--- src/sv/quaternion_to_rotation_matrix_core_macros.svh ---
// Assertion macros for the quaternion to rotation matrix core.
// Included by the top level; depends on nothing else.
`ifndef QUATERNION_TO_ROTATION_MATRIX_CORE_MACROS_SVH
`define QUATERNION_TO_ROTATION_MATRIX_CORE_MACROS_SVH
// Implication checked on every clock edge outside reset.
`define Q2M_ASSERT_IMP(label, clk, rst, ante, cons, msg) \
   label: assert property (@(posedge clk) disable iff (rst) (ante) |-> (cons)) \
      else $error(msg);
// Next-cycle implication checked outside reset.
`define Q2M_ASSERT_NEXT(label, clk, rst, ante, cons, msg) \
   label: assert property (@(posedge clk) disable iff (rst) (ante) |=> (cons)) \
      else $error(msg);
`endif

--- src/sv/q2m_pkg.sv ---
// Package for the quaternion to rotation matrix core: payload types and constants.
// Depends on nothing.
`default_nettype none
package q2m_pkg;
   localparam int DW = 16;
   localparam int FB = DW - 1;
   localparam int PW = 2 * DW;      // product width
   localparam int NW = 2 * DW + 1;  // norm width (sum of four squares)
   localparam int NDIV = FB + 2;    // quotient field top index (q is NDIV+1 bits wide)

   typedef struct packed {
      logic signed [DW-1:0] q_w;
      logic signed [DW-1:0] q_x;
      logic signed [DW-1:0] q_y;
      logic signed [DW-1:0] q_z;
   } req_type;

   typedef struct packed {
      logic signed [DW-1:0] m00;
      logic signed [DW-1:0] m01;
      logic signed [DW-1:0] m02;
      logic signed [DW-1:0] m10;
      logic signed [DW-1:0] m11;
      logic signed [DW-1:0] m12;
      logic signed [DW-1:0] m20;
      logic signed [DW-1:0] m21;
      logic signed [DW-1:0] m22;
      logic                 degenerate;
   } rsp_type;

   // Element state carried through the divider stages.
   typedef struct packed {
      logic          neg;
      logic [NW:0]   r;
      logic [NDIV:0] q;
   } div_type;
endpackage
`default_nettype wire

--- src/sv/q2m_div_stage.sv ---
// One restoring-division step for nine elements, registered.
// Depends on q2m_pkg.
`default_nettype none
module q2m_div_stage import q2m_pkg::*; (
   input  wire logic          clock,
   input  wire logic          reset,
   input  wire logic          vld_in,
   input  wire logic [NW-1:0] n_in,
   input  wire logic          deg_in,
   input  wire div_type       el_in [9],
   output logic               vld_out,
   output logic [NW-1:0]      n_out,
   output logic               deg_out,
   output div_type            el_out [9]
);
   logic          vld_ff;
   logic [NW-1:0] n_ff;
   logic          deg_ff;
   div_type       el_ff [9];
   div_type       el_in_n [9];

   always_comb begin
      for (int i = 0; i < 9; i++) begin
         logic [NW:0] nr;
         nr = {1'b0, n_in} - el_in[i].r;
         el_in_n[i].neg = el_in[i].neg;
         // r >= n - r
         if (el_in[i].r >= nr) begin
            el_in_n[i].r = el_in[i].r - nr;
            el_in_n[i].q = {el_in[i].q[NDIV-1:0], 1'b1};
         end else begin
            el_in_n[i].r = el_in[i].r + el_in[i].r;
            el_in_n[i].q = {el_in[i].q[NDIV-1:0], 1'b0};
         end
      end
   end

   always_ff @(posedge clock) begin
      if (reset) begin
         vld_ff <= 1'b0;
      end else begin
         vld_ff <= vld_in;
      end
      n_ff   <= n_in;
      deg_ff <= deg_in;
      el_ff  <= el_in_n;
   end

   assign vld_out = vld_ff;
   assign n_out   = n_ff;
   assign deg_out = deg_ff;
   assign el_out  = el_ff;
endmodule
`default_nettype wire

--- config.mk ---
export PLATFORM = sky130hd
export DESIGN_NAME = q2m_div_stage
export DESIGN_NICKNAME = d
export VERILOG_FILES = /design/src/sv/quaternion_to_rotation_matrix_core_macros.svh /design/src/sv/q2m_pkg.sv /design/src/sv/q2m_div_stage.sv
export SDC_FILE = /design/constraint.sdc
export NUM_CORES = 2
export LEC_CHECK = 0
export CORE_AREA = 10 10 386 388
export DETAILED_ROUTE_END_ITERATION = 10
export DIE_AREA = 0 0 396 398
export DONT_BUFFER_PORTS = 1
export GPL_ROUTABILITY_DRIVEN = 0
export PLACE_DENSITY = 0.48
export SLEW_MARGIN = 0
export SYNTH_ARGS = -nofsm -noshare
export SYNTH_HDL_FRONTEND = slang
export SYNTH_SLANG_ARGS = --single-unit
--- constraint.sdc ---
create_clock -name clock -period 18.9 [get_ports clock]
set_input_delay 3.78 -clock clock [delete_from_list [all_inputs] [get_ports clock]]
set_output_delay 3.78 -clock clock [all_outputs]
set_load 0.1 [all_outputs]
Word level (Yosys, flattened, before mapping)
Cells that the tools add are included.
W data, S select, Z words.
- add/sub/neg operators: 27
- $mul: 0
- divide/modulo/power cells: 0
- magnitude comparators: 9
- equality and inequality tests: 0
- shift-type cells: 0
- mux-type cells: 9
- bitwise gates (word level): 0
- reductions and logical operators: 0
- operator list (operator ; number):
    $mux W52 ; 9
    $add A34 B34 Y34 ; 9
    $ge A34 B34 Y1 ; 9
    $sub A33 B34 Y34 ; 9
    $sub A34 B34 Y34 ; 9
- register bits after elaboration: 512
- bits in latches: 0
- memory bits (writable): 0
- memory bits (read-only): 0
- output and inout bits: 512
- word-level logic and storage cells: 75
- memories kept: 0

Logic depth before layout (Yosys ltp)
- word-level depth: 3
- mapped depth: 27

Worst setup path after synthesis
OpenSTA, ideal clock, no wires.
- path kind: in2reg
- start: input n_in[0]
- end: register el_ff (netlist bit el_out[316])
- setup time: 0.062 ns
- arrival time: 8.944 ns
- required time: 18.838 ns
- path slack: 9.895 ns
- stages: 25
- cells stage by stage: inv_1 ha_1 inv_1 fa_1 a21o_1 a21oi_1 nor2_1 o31ai_1 a21oi_1 o21a_1 o21a_1 o31ai_1 mux2i_1 a2111oi_0 ha_1 nand4_1 nor2_1 a211o_1 nor3_1 a211oi_1 a311oi_1 nor2_1 a211o_1 or4_1 nand3_1
- RTL lines (what ; RTL line ; source):
    start: declaration ; q2m_div_stage.sv:8 ; input wire logic [NW-1:0] n_in,
    end signal: assignment ; q2m_div_stage.sv:46 ; el_ff <= el_in_n;
    end: declaration ; q2m_div_stage.sv:19 ; div_type el_ff [9];

==> metrics.log <==
INFO  metric status = completed
INFO  metric setup_viol = 0
INFO  metric finalCritPeriodShare = 55.0%
INFO  metric synth_async_sr_flop_share = 0%
INFO  metric setup-tns-final = 0 ns
INFO  metric crit_buf_inv = 4
INFO  metric htreeDepth = 3
INFO  metric slew_violations = 0
INFO  metric yosysUniqueCellTypes = 98
INFO  metric floorplan.rows = 138
INFO  metric synthesis.nets = 6515
INFO  metric critical-path-top-delay-family = compound AO/OA/AOI/OAI gates
INFO  metric synth.cell_area = 44300 um^2
INFO  metric path_max_fanout = 21
INFO  metric io-pin-count = 1026
INFO  metric power_density = 153 nW/um^2
INFO  metric tritoncts_num_sinks = 512
INFO  metric portBuffers = 0
INFO  metric layout_min_cycle_time = 10.40 ns
INFO  metric mostFrequentLayoutCells = sky130_fd_sc_hd__ha_1 (594), sky130_fd_sc_hd__dfxtp_1 (512), sky130_fd_sc_hd__a21oi_1 (492)
INFO  metric yosys_register_bits = 512
INFO  metric core_region = 141000 um^2
INFO  metric avgRoutedWirePerCell = 27.8 um
INFO  metric post_cts_resized = 0
INFO  metric viasPerCell = 5.48
INFO  metric area_growth = 10.5%
INFO  metric ys_dominant_reg_cell = sky130_fd_sc_hd__dfxtp_1
INFO  metric syn-instance-count = 5389
INFO  metric critical-path-slowest-cell = sky130_fd_sc_hd__o31ai_4
INFO  metric cts_buffers = 66
INFO  metric setup_repair_after_global_routing_missed_its_margin = false
INFO  metric cts_tree = yes
INFO  metric final.setup.worst_slack = 8.50 ns
INFO  metric placed_area = 46600 um^2
INFO  metric finalCoreUtilization = 34.7%
INFO  metric final_net_count = 6540
INFO  metric path_clk_slew = 0.07 ns
INFO  metric drt-total-wl = 205000 um
INFO  metric die_width = 396 um
INFO  metric layout-drive-gt1-share = 5.10%
INFO  metric power.ir.vdd_worst = 0.126 mV
INFO  metric ant_nets = 0
INFO  metric initial_utilization = 31.4%
INFO  metric cts_post_setup_buffers_inserted = 0
INFO  metric grt_max_degree = 68
INFO  metric die_area = 158000 um^2
INFO  metric initial_antenna_violation_count = 61
INFO  metric yosysWarningCount = 0
INFO  metric timing_worst_setup_path_type = input pin to flop
INFO  metric die_outline_height = 398 um
INFO  metric final_common_cell = sky130_fd_sc_hd__ha_1
INFO  metric path_common_cell = sky130_fd_sc_hd__a21oi_1
INFO  metric fill_cells = 14900
INFO  metric drt_pre_antenna_iters = 8
INFO  metric grt_pass1_wl = 282000 um
INFO  metric syn_avg_cell_area = 8.23 um^2
INFO  metric detail_route.iter0.violations = 3202
INFO  metric globalRoute.totalOverflow = 0
INFO  metric gr-usage-all-layers = 24.5%
INFO  metric max_slew_margin = 19.4%
INFO  metric grt_pass1_vias = 38100
INFO  metric report.final.hold_viol_count = 0
INFO  metric dr_total_vias = 40400
INFO  metric worstSetupStartpointType = input pin
INFO  metric cts_hold_repair.buffers = 0
INFO  metric cts_root_buffer = sky130_fd_sc_hd__clkbuf_16
INFO  metric cts_max_path_buffers = 3
INFO  metric cp.arrival = 10.94 ns
INFO  metric worstPathRequired = 19.44 ns
INFO  metric worstSetupEndpointType = flop
INFO  metric final_design_area_no_fill = 49000 um^2
INFO  metric worstHoldPathType = input pin to flop
INFO  metric power.leakage = 22.9 nW
INFO  metric drv_cap = 0
INFO  metric worst_pin_slew = 1.21 ns
INFO  metric yosysSeqAreaShare = 23.1%
INFO  metric worst_path_largest_cell_delay = 0.81 ns
INFO  metric dp.final_hpwl = 162000 um
INFO  metric synth-edff-count = 0
INFO  metric drc_errors = 0
INFO  metric place_worst_setup_slack = 7.74 ns
INFO  metric achievable_clock_frequency = 96.1 MHz
[cells in the mapped netlist (all sizes together) (33+ instances only)]
cell type	n	area, um^2
ha	594	7430
dfxtp	512	10200
a21oi	493	2470
inv	491	1840
o21ai	343	1720
nand2	312	1170
nor2	311	1170
a21o	266	2000
xnor2	258	2260
xor2	243	2130
mux2i	184	1870
nand3	124	621
nor3	94	470
nand2b	79	494
o21a	78	586
o21bai	73	548
nor2b	70	438
and3	69	432
mux2	50	586
a211oi	48	365
a31oi	47	300
nand4	46	288
o211ai	45	343
clkbuf	42	159
or2	40	250
buf	35	249
o31ai	35	297
or3	33	206
[worst paths after layout]
kind,start,to,slack [ns],cells past startpoint
worst min-delay path,el_in[68],el_out[69]$_DFF_P_,3.13,0
worst max-delay path,n_in[0],el_out[19]$_DFF_P_,8.50,25
[where the power goes]
part | internal, mW | leakage (nW) | switching (mW)
combinational | 1.02 | 17.5 | 1.54
clock | 0.816 | 1.15 | 0.575
sequential | 1.37 | 4.32 | 2.17
total | 3.20 | 22.9 | 4.28
[registers in the layout, indices dropped and copies added (netlist names)]
register and cells:
deg_out 1, el_out 477, n_out 33, vld_out 1
[area by class of cell]
cell class	count	area (um^2)	area share, %
multi-input cells	4309	31900	65.0
flip-flops and latches	512	10200	20.9
well taps	1890	2360	4.83
inverters	491	1840	3.76
clock buffers	83	1840	3.75
clock inverters	39	549	1.12
repair buffers	34	255	0.521
diodes	13	32.5	0.0664
[layer usage]
metal / GRT usage (%) / wire length [um] / up-vias
li1: - / - / 19500
met1: 28.0 / 80700 / 19000
met2: 41.8 / 97100 / 1457
met3: 7.17 / 16800 / 323
met4: 11.4 / 10100 / 18
met5: 0 / 120 / -
[cell families after synthesis]
| family | after synthesis | share of synthesized area, % |
|---|---|---|
| AO/OA/AOI/OAI | 1679 | 24.6 |
| AND/OR/NAND/NOR | 1283 | 14.2 |
| adder cells (fa/ha/maj) | 612 | 17.6 |
| buffers and inverters | 568 | 5.08 |
| flip-flops | 512 | 23.1 |
| XOR/XNOR | 501 | 9.89 |
| multiplexers | 234 | 5.53 |
[metrics by stage]
step	cells	hold slack [ns]	total power, mW
4_1_cts	7358	3.07	7.55
6_report	7371	3.13	7.49
5_1_grt	7366	3.09	7.85
3_5_place_dp	7236	3.81	6.10
2_1_floorplan	5389	3.81	5.38
3_3_place_gp	7236	3.81	6.11
Power figures use the tool's default switching activity.
